<file path="src/hw/rtl/saq_pkg.sv">
// Shared types and constants for the sorted-array priority queue.
package saq_pkg;

  localparam int CNT_W    = 32;
  localparam int FLD_W    = 16;
  localparam int OCC_W    = 5;
  localparam int IN_TD_W  = 32;
  localparam int OUT_TD_W = 168;

  localparam logic OP_ENQ = 1'b0;
  localparam logic OP_DEQ = 1'b1;

  typedef struct packed {
    logic load;
    logic deq;
  } cell_ctl_t;

  typedef struct packed {
    logic enq_ok;
    logic deq_ok;
    logic ovf;
  } stats_evt_t;

endpackage

</file>
<file path="src/hw/rtl/sorted_array_priority_queue.sv">
// Sorted-array priority queue top level: a row of slots, counters and the result register.
// Takes one word per clock: every slot compares its key against the incoming key at once,
// so an enqueue or dequeue updates the whole row at once and its result word is
// in the output register on the next cycle. A new word is taken whenever the output
// register is empty or being read in the same cycle. No clearing pass after reset.
// Larger keys leave first; equal keys leave in arrival order. A full-queue enqueue and an
// empty-queue dequeue return accepted = 0 with zero key and tag.
module sorted_array_priority_queue
  import saq_pkg::*;
#(
  parameter int DEPTH    = 16,
  parameter int KEY_BITS = 16,
  parameter int TAG_BITS = 16
) (
  input  logic                clk,
  input  logic                rst_n,
  input  logic                in_tvalid,
  output logic                in_tready,
  input  logic [IN_TD_W-1:0]  in_tdata,   // key[15:0], tag[31:16]
  input  logic                in_tuser,   // opcode
  output logic                out_tvalid,
  input  logic                out_tready,
  output logic [OUT_TD_W-1:0] out_tdata,  // out_key[15:0], out_tag[31:16], is_empty[32],
                                          // occupancy[37:33], inserted_total[69:38],
                                          // removed_total[101:70], moved_total[133:102],
                                          // overflow_total[165:134], zero pad
  output logic                out_tuser   // accepted
);

  localparam int CW = $clog2(DEPTH + 1);
  localparam int IW = $clog2(DEPTH);

  logic [KEY_BITS-1:0] new_key;
  logic [TAG_BITS-1:0] new_tag;
  logic [KEY_BITS-1:0] cell_key [DEPTH];
  logic [TAG_BITS-1:0] cell_tag [DEPTH];
  logic [DEPTH-1:0]    cell_ge;
  logic [DEPTH-1:0]    cell_prev_ge;
  logic [DEPTH-1:0]    cell_occ;
  logic [DEPTH-1:0]    ins_hot;
  logic [IW-1:0]       ins_pos;

  logic [CW-1:0]       count_r, count_nxt;
  logic                out_valid_r;
  logic                acc_r;
  logic [FLD_W-1:0]    out_key_r, out_tag_r;

  logic                fire, is_deq, full, empty;
  cell_ctl_t           ctl;
  stats_evt_t          evt;
  logic [CNT_W-1:0]    moves;
  logic [CNT_W-1:0]    inserted, removed, moved, overflowed;

  assign new_key   = KEY_BITS'(in_tdata[FLD_W-1:0]);
  assign new_tag   = TAG_BITS'(in_tdata[2*FLD_W-1:FLD_W]);
  assign in_tready = !out_valid_r || out_tready;
  assign fire      = in_tvalid && in_tready;
  assign is_deq    = (in_tuser == OP_DEQ);
  assign full      = (count_r == CW'(DEPTH));
  assign empty     = (count_r == '0);

  assign evt.enq_ok = fire && !is_deq && !full;
  assign evt.deq_ok = fire && is_deq && !empty;
  assign evt.ovf    = fire && !is_deq && full;
  assign ctl.load   = evt.enq_ok || evt.deq_ok;
  assign ctl.deq    = is_deq;

  for (genvar i = 0; i < DEPTH; i++) begin : g_cell
    logic [KEY_BITS-1:0] pk, nk;
    logic [TAG_BITS-1:0] pt, nt;

    assign cell_occ[i] = (CW'(i) < count_r);
    if (i == 0) begin : g_head
      assign cell_prev_ge[i] = 1'b1;
      assign pk = new_key;
      assign pt = new_tag;
    end else begin : g_body
      assign cell_prev_ge[i] = cell_ge[i-1];
      assign pk = cell_key[i-1];
      assign pt = cell_tag[i-1];
    end
    if (i == DEPTH - 1) begin : g_tail
      assign nk = cell_key[i];
      assign nt = cell_tag[i];
    end else begin : g_mid
      assign nk = cell_key[i+1];
      assign nt = cell_tag[i+1];
    end
    assign ins_hot[i] = !cell_ge[i] && cell_prev_ge[i];

    saq_cell #(
      .KEY_BITS (KEY_BITS),
      .TAG_BITS (TAG_BITS)
    ) u_cell (
      .clk      (clk),
      .ctl      (ctl),
      .occ      (cell_occ[i]),
      .new_key  (new_key),
      .new_tag  (new_tag),
      .prev_ge  (cell_prev_ge[i]),
      .prev_key (pk),
      .prev_tag (pt),
      .next_key (nk),
      .next_tag (nt),
      .key      (cell_key[i]),
      .tag      (cell_tag[i]),
      .ge       (cell_ge[i])
    );
  end

  // insert point is one-hot, so an OR encoder gives its index
  always_comb begin
    ins_pos = '0;
    for (int i = 0; i < DEPTH; i++) begin
      if (ins_hot[i]) begin
        ins_pos = ins_pos | IW'(i);
      end
    end
  end

  always_comb begin
    moves     = '0;
    count_nxt = count_r;
    if (evt.enq_ok) begin
      moves     = CNT_W'(count_r) - CNT_W'(ins_pos);
      count_nxt = count_r + CW'(1);
    end else if (evt.deq_ok) begin
      moves     = CNT_W'(count_r) - CNT_W'(1);
      count_nxt = count_r - CW'(1);
    end
  end

  saq_stats u_stats (
    .clk        (clk),
    .rst_n      (rst_n),
    .evt        (evt),
    .moves      (moves),
    .inserted   (inserted),
    .removed    (removed),
    .moved      (moved),
    .overflowed (overflowed)
  );

  always_ff @(posedge clk) begin
    if (!rst_n) begin
      count_r     <= '0;
      out_valid_r <= 1'b0;
    end else begin
      count_r <= count_nxt;
      if (fire) begin
        out_valid_r <= 1'b1;
      end else if (out_tready) begin
        out_valid_r <= 1'b0;
      end
    end
  end

  always_ff @(posedge clk) begin
    if (fire) begin
      acc_r     <= evt.enq_ok || evt.deq_ok;
      out_key_r <= evt.deq_ok ? FLD_W'(cell_key[0]) : '0;
      out_tag_r <= evt.deq_ok ? FLD_W'(cell_tag[0]) : '0;
    end
  end

  // state fields read the live registers: they only move when a word is taken
  assign out_tvalid = out_valid_r;
  assign out_tuser  = acc_r;
  assign out_tdata  = {2'b00, overflowed, moved, removed, inserted,
                       OCC_W'(count_r), empty, out_tag_r, out_key_r};

endmodule

</file>
<file path="src/hw/rtl/saq_cell.sv">
// One queue slot: holds a key and tag, compares against the incoming key.
module saq_cell
  import saq_pkg::*;
#(
  parameter int KEY_BITS = 16,
  parameter int TAG_BITS = 16
) (
  input  logic                clk,
  input  cell_ctl_t           ctl,
  input  logic                occ,
  input  logic [KEY_BITS-1:0] new_key,
  input  logic [TAG_BITS-1:0] new_tag,
  input  logic                prev_ge,
  input  logic [KEY_BITS-1:0] prev_key,
  input  logic [TAG_BITS-1:0] prev_tag,
  input  logic [KEY_BITS-1:0] next_key,
  input  logic [TAG_BITS-1:0] next_tag,
  output logic [KEY_BITS-1:0] key,
  output logic [TAG_BITS-1:0] tag,
  output logic                ge
);

  logic [KEY_BITS-1:0] key_r, key_nxt;
  logic [TAG_BITS-1:0] tag_r, tag_nxt;

  // entries ahead of the insert point hold equal-or-larger keys
  assign ge = occ && (key_r >= new_key);

  always_comb begin
    key_nxt = key_r;
    tag_nxt = tag_r;
    if (ctl.load) begin
      if (ctl.deq) begin
        key_nxt = next_key;
        tag_nxt = next_tag;
      end else if (!ge) begin
        if (prev_ge) begin
          key_nxt = new_key;
          tag_nxt = new_tag;
        end else begin
          key_nxt = prev_key;
          tag_nxt = prev_tag;
        end
      end
    end
  end

  always_ff @(posedge clk) begin
    key_r <= key_nxt;
    tag_r <= tag_nxt;
  end

  assign key = key_r;
  assign tag = tag_r;

endmodule

</file>
<file path="src/hw/rtl/saq_stats.sv">
// Wrapping insert, remove, move and overflow counters.
module saq_stats
  import saq_pkg::*;
(
  input  logic             clk,
  input  logic             rst_n,
  input  stats_evt_t       evt,
  input  logic [CNT_W-1:0] moves,
  output logic [CNT_W-1:0] inserted,
  output logic [CNT_W-1:0] removed,
  output logic [CNT_W-1:0] moved,
  output logic [CNT_W-1:0] overflowed
);

  logic [CNT_W-1:0] ins_r, ins_nxt;
  logic [CNT_W-1:0] rem_r, rem_nxt;
  logic [CNT_W-1:0] mov_r, mov_nxt;
  logic [CNT_W-1:0] ovf_r, ovf_nxt;

  always_comb begin
    ins_nxt = ins_r + CNT_W'(evt.enq_ok);
    rem_nxt = rem_r + CNT_W'(evt.deq_ok);
    mov_nxt = mov_r + moves;
    ovf_nxt = ovf_r + CNT_W'(evt.ovf);
  end

  always_ff @(posedge clk) begin
    if (!rst_n) begin
      ins_r <= '0;
      rem_r <= '0;
      mov_r <= '0;
      ovf_r <= '0;
    end else begin
      ins_r <= ins_nxt;
      rem_r <= rem_nxt;
      mov_r <= mov_nxt;
      ovf_r <= ovf_nxt;
    end
  end

  assign inserted   = ins_r;
  assign removed    = rem_r;
  assign moved      = mov_r;
  assign overflowed = ovf_r;

endmodule

</file>
<file path="config.mk">
export PLATFORM = sky130hd
export DESIGN_NAME = sorted_array_priority_queue
export DESIGN_NICKNAME = d
export VERILOG_FILES = /design/src/hw/rtl/saq_pkg.sv /design/src/hw/rtl/sorted_array_priority_queue.sv /design/src/hw/rtl/saq_cell.sv /design/src/hw/rtl/saq_stats.sv
export SDC_FILE = /design/constraint.sdc
export NUM_CORES = 2
export LEC_CHECK = 0
export BUFFER_PORTS_ARGS = -buffer_cell sky130_fd_sc_hd__buf_2
export CAP_MARGIN = 0
export CORE_ASPECT_RATIO = 0.7
export CORE_MARGIN = 5
export CORE_UTILIZATION = 60
export DETAILED_ROUTE_END_ITERATION = 10
export GPL_TIMING_DRIVEN = 0
export PLACE_DENSITY = 0.89
export RECOVER_POWER = 50
export SLEW_MARGIN = 20
export SYNTH_ARGS = -nofsm -noshare
export SYNTH_HDL_FRONTEND = slang
export SYNTH_SLANG_ARGS = --single-unit
export TNS_END_PERCENT = 10
</file>
<file path="constraint.sdc">
create_clock -name clk -period 8.8 [get_ports clk]
set_input_delay 1.32 -clock clk [delete_from_list [all_inputs] [get_ports clk]]
set_output_delay 1.32 -clock clk [all_outputs]
set_load 0.005 [all_outputs]
</file>
* Word-level counts from Yosys, hierarchy flattened *
Index checks and enable logic that the tools add are counted.

storage, ports and cells
  input port bits = 37
  logic and storage cells = 287
  flip-flop bits (word level) = 679
  output and inout bits = 171

operators by class
  mux-type cells = 111
  equal/unequal tests = 16
  add/sub/neg operators = 8
  order comparisons = 32
  bitwise operators = 2
  reduce and logical (&&, ||, !) cells = 77

operator list
  cell                 number
  $mux 16              90
  $ge 16x16->1         16
  $add 32x1->32        3
  $mux 32              2
  $lt 4x5->1 const A   8
  $logic_and 1x1->1    37
  $add 32x32->32       1
  $mux 4               8
  $ne 2x2->1 const B   15
  $reduce_and 2->1     15
  $lt 3x5->1 const A   4
  $logic_not 1->1      19
  $mux 3               4
  $lt 1x5->1 const A   2
  $lt 2x5->1 const A   2
  $mux 5               2
  $sub 5x1->6 const B  1
  $sub 5x4->6          1
  $add 5x1->5 const B  1
  $eq 5x5->1 const B   1
  $logic_not 5->1      1
  $sub 5x1->5 const B  1
  $mux 2               2
  $reduce_bool 2->1    2
  4 further kinds      8

* Longest topological paths before layout *
  depth in word-level cells = 22
  mapped depth = 30
  depth with buffers taken out = 28

* Modules after synthesis *
Synthesis repeated with hierarchy kept, for this count alone.

second synthesis, totals
  cell total of the unflattened synthesis = 4131
  area total of the unflattened synthesis = 42029.1 um^2

by module, submodules not included
  module                            area each (um^2)  cells each  seq. area each (um^2)  times used
  saq_cell at g_cell[0].u_cell ...  2075.7            197         960.9                  15
  saq_stats                         6576.3            767         2562.5                 1
  sorted_array_priority_queue       2284.7            211         1111.1                 1
  saq_cell at g_cell[2].u_cell      2031.9            198         960.9                  1

* Worst setup path after synthesis *
Ideal clock, no wire load.

  path type = input-to-reg
  start = in in_tdata[9]
  end = reg u_stats.mov_r[20] (netlist: u_stats.moved[20])
  path slack = 1.939 ns
  buffers on the path = 1
  required time = 8.685 ns
  setup time = 0.115 ns
  stages = 26
  data arrival time = 6.746 ns
  cell sequence = inv_1 ha_1 a21o_1 a21o_1 a2111oi_2 a21oi_1 a2bb2oi_1 buf_6 mux2i_1 o211ai_1 nor4b_1 ha_1 nor2b_1 o21ai_0 nand2b_1 nand2_1 a32o_1 ha_1 a21oi_1 o21ai_0 a211oi_1 o31ai_1 nand3_1 o21ai_0 xor2_1 and2_1

on the way
  cells in the longest elaborated chain, start to end = 22
  elaborated cells on any way between the ends = 80
  those cells by class = 2 x add/sub; 16 x order compare; 16 x mux; 46 x reduce/logical

ends and longest elaborated chain
  item                  line                                RTL
  from (decl)           sorted_array_priority_queue.sv:19   input logic [IN_TD_W-1:0] in_tdata,
  $ge 16x16->1          saq_cell.sv:27                      assign ge = occ && (key_r >= new_key);
  $logic_and 1x1->1     saq_cell.sv:27
  $logic_not 1->1       --
  $logic_and 1x1->1     sorted_array_priority_queue.sv:89   assign ins_hot[i] = !cell_ge[i] && cell_prev_ge[i];
  $mux 1                sorted_array_priority_queue.sv:115  if (ins_hot[i]) begin
  $mux 2 (2 in a row)   sorted_array_priority_queue.sv:115
  $mux 3 (4 in a row)   sorted_array_priority_queue.sv:115
  $mux 4 (7 in a row)   sorted_array_priority_queue.sv:115
  $mux 4 *              sorted_array_priority_queue.sv:115
  $sub 5x4->6 *         sorted_array_priority_queue.sv:125  moves = CNT_W'(count_r) - CNT_W'(ins_pos);
  $mux 32 *             sorted_array_priority_queue.sv:124  if (evt.enq_ok) begin
  $add 32x32->32 *      saq_stats.sv:23                     mov_nxt = mov_r + moves;
  to (signal assigned)  saq_stats.sv:36                     mov_r <= mov_nxt;
  to (decl)             saq_stats.sv:17                     logic [CNT_W-1:0] mov_r, mov_nxt;

Every way passes the cells marked *; elsewhere a longest branch is shown, timed or not.
A chain may end at the register's enable or synchronous reset.

* Final worst setup path *
  start = in in_tdata[7]
  end = reg u_stats.mov_r[30] (netlist: u_stats.moved[30])

Same word-level chain as after synthesis.

==> results.py <==
metrics = {
    "die": {
        "dieHeight_um": 225,
        "ioPinCount": 208,
        "dieArea_mm2": 0.0711,
        "core_mm2": 0.0650,
        "die_w_um": 317,
        "initial_utilization_pct": 60.7,
        "placementRows": 78,
    },
    "sta": {
        "rsz0062_at_grt": "no",
        "finalMaxSlewViolations": 9,
        "timing.final.ws_setup_ps": 44.9,
        "max_freq_ghz": 0.114,
        "skew_ps": 21.0,
        "worst_slew_pin_slew_ps": 1920,
        "fin_setup_tns_ps": 0,
        "fin_crit_sh_pct": 99.5,
        "slew_headroom_pct": -28.5,
        "hold_violations": 0,
        "finalSetupViolations": 0,
        "min_period_ps": 8760,
        "worst_hold_slack_ps": 514,
    },
    "final_layout": {
        "drive_gt1_share_pct": 7.12,
        "layout_commonest_cell": "nand2_1",
        "final_nets": 4422,
        "final_cell_mix": "nand2_1 (566), o21ai_0 (553), edfxtp_1 (545)",
        "fin_area_mm2": 0.0442,
        "syn_to_final_growth_pct": 12.0,
    },
    "worst_setup_path": {
        "worst-path-max-fanout": 19,
        "cp_common_cell": "a21oi_1",
        "startpoint": "in_tdata[7]",
        "cpPeakStageDelay_ps": 870,
        "critical_path_class": "in2reg",
        "cp_slowest_cell": "a2111oi_0",
        "required_ps": 9310,
        "rrSetupSlack_ps": 1100,
        "worstSetupEndpoint": "u_stats.moved[30]$_SDFF_PN0_",
        "cp-end-kind": "flop",
        "cp.buffers_inverters": 3,
        "start_kind": "input pin",
        "r2r_cells": 23,
        "r2r-start": "count_r[0]$_SDFFE_PN0P_",
        "crit_cells": 28,
        "critical_path_arrival_ps": 9260,
        "r2r_end": "u_stats.moved[30]$_SDFF_PN0_",
        "cp_top_family": "compound AO/OA/AOI/OAI gates",
    },
    "clock_tree": {
        "path_clk_slew_ps": 60,
        "clock-sinks": 679,
        "cts_made_buffers": 69,
        "cts_buffer_depth": 3,
        "insertion_delay_ps": 620,
        "h-tree-depth": 3,
        "cts-root-buf": "clkbuf_16",
        "cts_tree": "built",
        "cts_hold_buffers": 0,
    },
    "grt": {
        "grt_max_degree": 35,
        "track_usage_pct": 32.7,
        "antenna_found_initial": 6,
        "grt_pass1_vias": 30700,
        "grt-ovfl-total": 0,
        "grt_pass1_wl_mm": 179,
    },
    "synth": {
        "ys_ff_latch": 679,
        "synth_warnings": 0,
        "ys_async_sr_fraction_pct": 0,
        "yosysSeqAreaShare_pct": 48.2,
        "synth_cell_types": 68,
        "synth_area_mm2": 0.0395,
        "syn_inst": 3767,
        "avgSynthCellArea_um2": 10.5,
        "synth_edf_count": 545,
        "synth_top_flop_cell": "edfxtp_1",
    },
    "power": {
        "power_density_mw_per_mm2": 234,
        "p_leak_nw": 18.5,
        "ir_worst_vdd_v": 0.000149,
        "p_total_w": 0.0104,
    },
    "min_path": {
        "hold_class": "reg2reg",
        "hp-start": "u_stats.removed[6]$_SDFF_PN0_",
    },
    "placement": {
        "dp.final_hpwl_mm": 91.8,
        "placed_area_mm2": 0.0422,
        "place_ws_ps": -384,
        "place.gp.congestion": 0.976,
        "port_buffers": 203,
    },
    "routing": {
        "wl_per_cell_um": 24.1,
        "ant_nets": 0,
        "initialDrtViolationCount": 5737,
        "dr_total_vias": 32800,
        "wirelength_mm": 121,
        "drtPass1Iterations": 10,
        "drc": 2,
        "viasPerCell": 6.54,
    },
    "run": {
        "cap_violations": 2,
    },
    "status": {
        "violations": "DRC, capacitance limit, slew limit",
        "status": "complete, but fails checks",
    },
}
==> registers in the layout (all words and copies together) (netlist names) <==
signal / cells
count_r: 5
g_cell.u_cell.key: 256
u_stats.inserted: 32
u_stats.overflowed: 32
g_cell.u_cell.tag: 256
out_key_r: 16
out_tag_r: 16
out_tvalid: 1
u_stats.removed: 32
out_tuser: 1
u_stats.moved: 32
==> stage by stage <==
step                      util, %  instances
after detailed placement     64.9       4871
after global routing         68.0       5016
after CTS                    68.1       4989
after global placement       64.0       4851
after floorplan                 -       3768
final                        68.0       5017
==> power breakdown <==
| part | switching, W | internal, W |
|---|---|---|
| clock | 0.00125 | 0.00162 |
| combinational | 0.00184 | 0.00114 |
| sequential | 0.000370 | 0.00415 |
==> worst reg2reg max path, delay by kind of cell, from the launching register on <==
kind            cells  cell delay [ps]
compound gates     12             4470
fa+ha+maj           2              840
xor+xnor            1              100
mux                 1              530
flops               1              660
simple gates        7             1030
==> metal layers <==
layer	routed length, µm	global-route usage (%)	part of all wire, %	vias up
met4	4890	11.3	4.1	2
met2	50200	47.3	42	2572
met5	53	0	0.044	-
met3	19500	11.6	16	407
li1	-	-	-	14400
met1	46000	45.9	38	15400
==> cell usage after synthesis (all sizes together) (57+ instances only) <==
library cell	number	area, µm²
nand2	566	2130
o21ai	554	2780
edfxtp	545	16400
mux2i	421	4210
ha	300	3750
clkbuf	171	642
a21oi	145	726
and2	141	882
dfxtp	134	2680
nor2	98	368
xnor2	81	709
nand3	65	325
buf	57	332
==> repair_timing <==
| action | 4_1_cts | 5_1_grt |
|---|---|---|
| gates resized for setup | 0 | 6 |
| setup endpoints to repair | 0 | 20 |
| setup buffers | 0 | 21 |
==> cell families (layout without fill, tap and decap cells) <==
family / count (synthesis) / in the layout / synth area share (%)
AND/OR/NAND/NOR: 1040 / 1040 / 12.1
AO/OA/AOI/OAI: 885 / 885 / 12.6
flip-flops: 679 / 679 / 48.2
multiplexers: 469 / 469 / 12.0
adder cells (fa/ha/maj): 302 / 302 / 9.61
buffers and inverters: 283 / 645 / 2.99
XOR/XNOR: 108 / 108 / 2.40
other: 1 / 9 / 0.00950
==> final cells by class <==
class	count	area [µm²]
Fill cell	4628	20800
Inverter	55	221
Antenna cell	7	17.5
Buffer	228	897
Tap cell	880	1100
Clock buffer	97	1980
Timing Repair Buffer	244	1430
Sequential cell	679	19000
Multi-Input combinational cell	2806	19400
Clock inverter	21	145
==> worst min-delay path by stage <==
stage	endpoint	slack, ps	cells after the start
2_1_floorplan	u_stats.overflowed[17]$_SDFF_PN0_	490	2
3_3_place_gp	u_stats.overflowed[15]$_SDFF_PN0_	480	2
3_5_place_dp	u_stats.overflowed[28]$_SDFF_PN0_	500	2
4_1_cts	u_stats.overflowed[28]$_SDFF_PN0_	510	2
5_1_grt	u_stats.removed[6]$_SDFF_PN0_	540	2
6_report	u_stats.removed[6]$_SDFF_PN0_	510	2
Power figures use the tool's default switching activity.
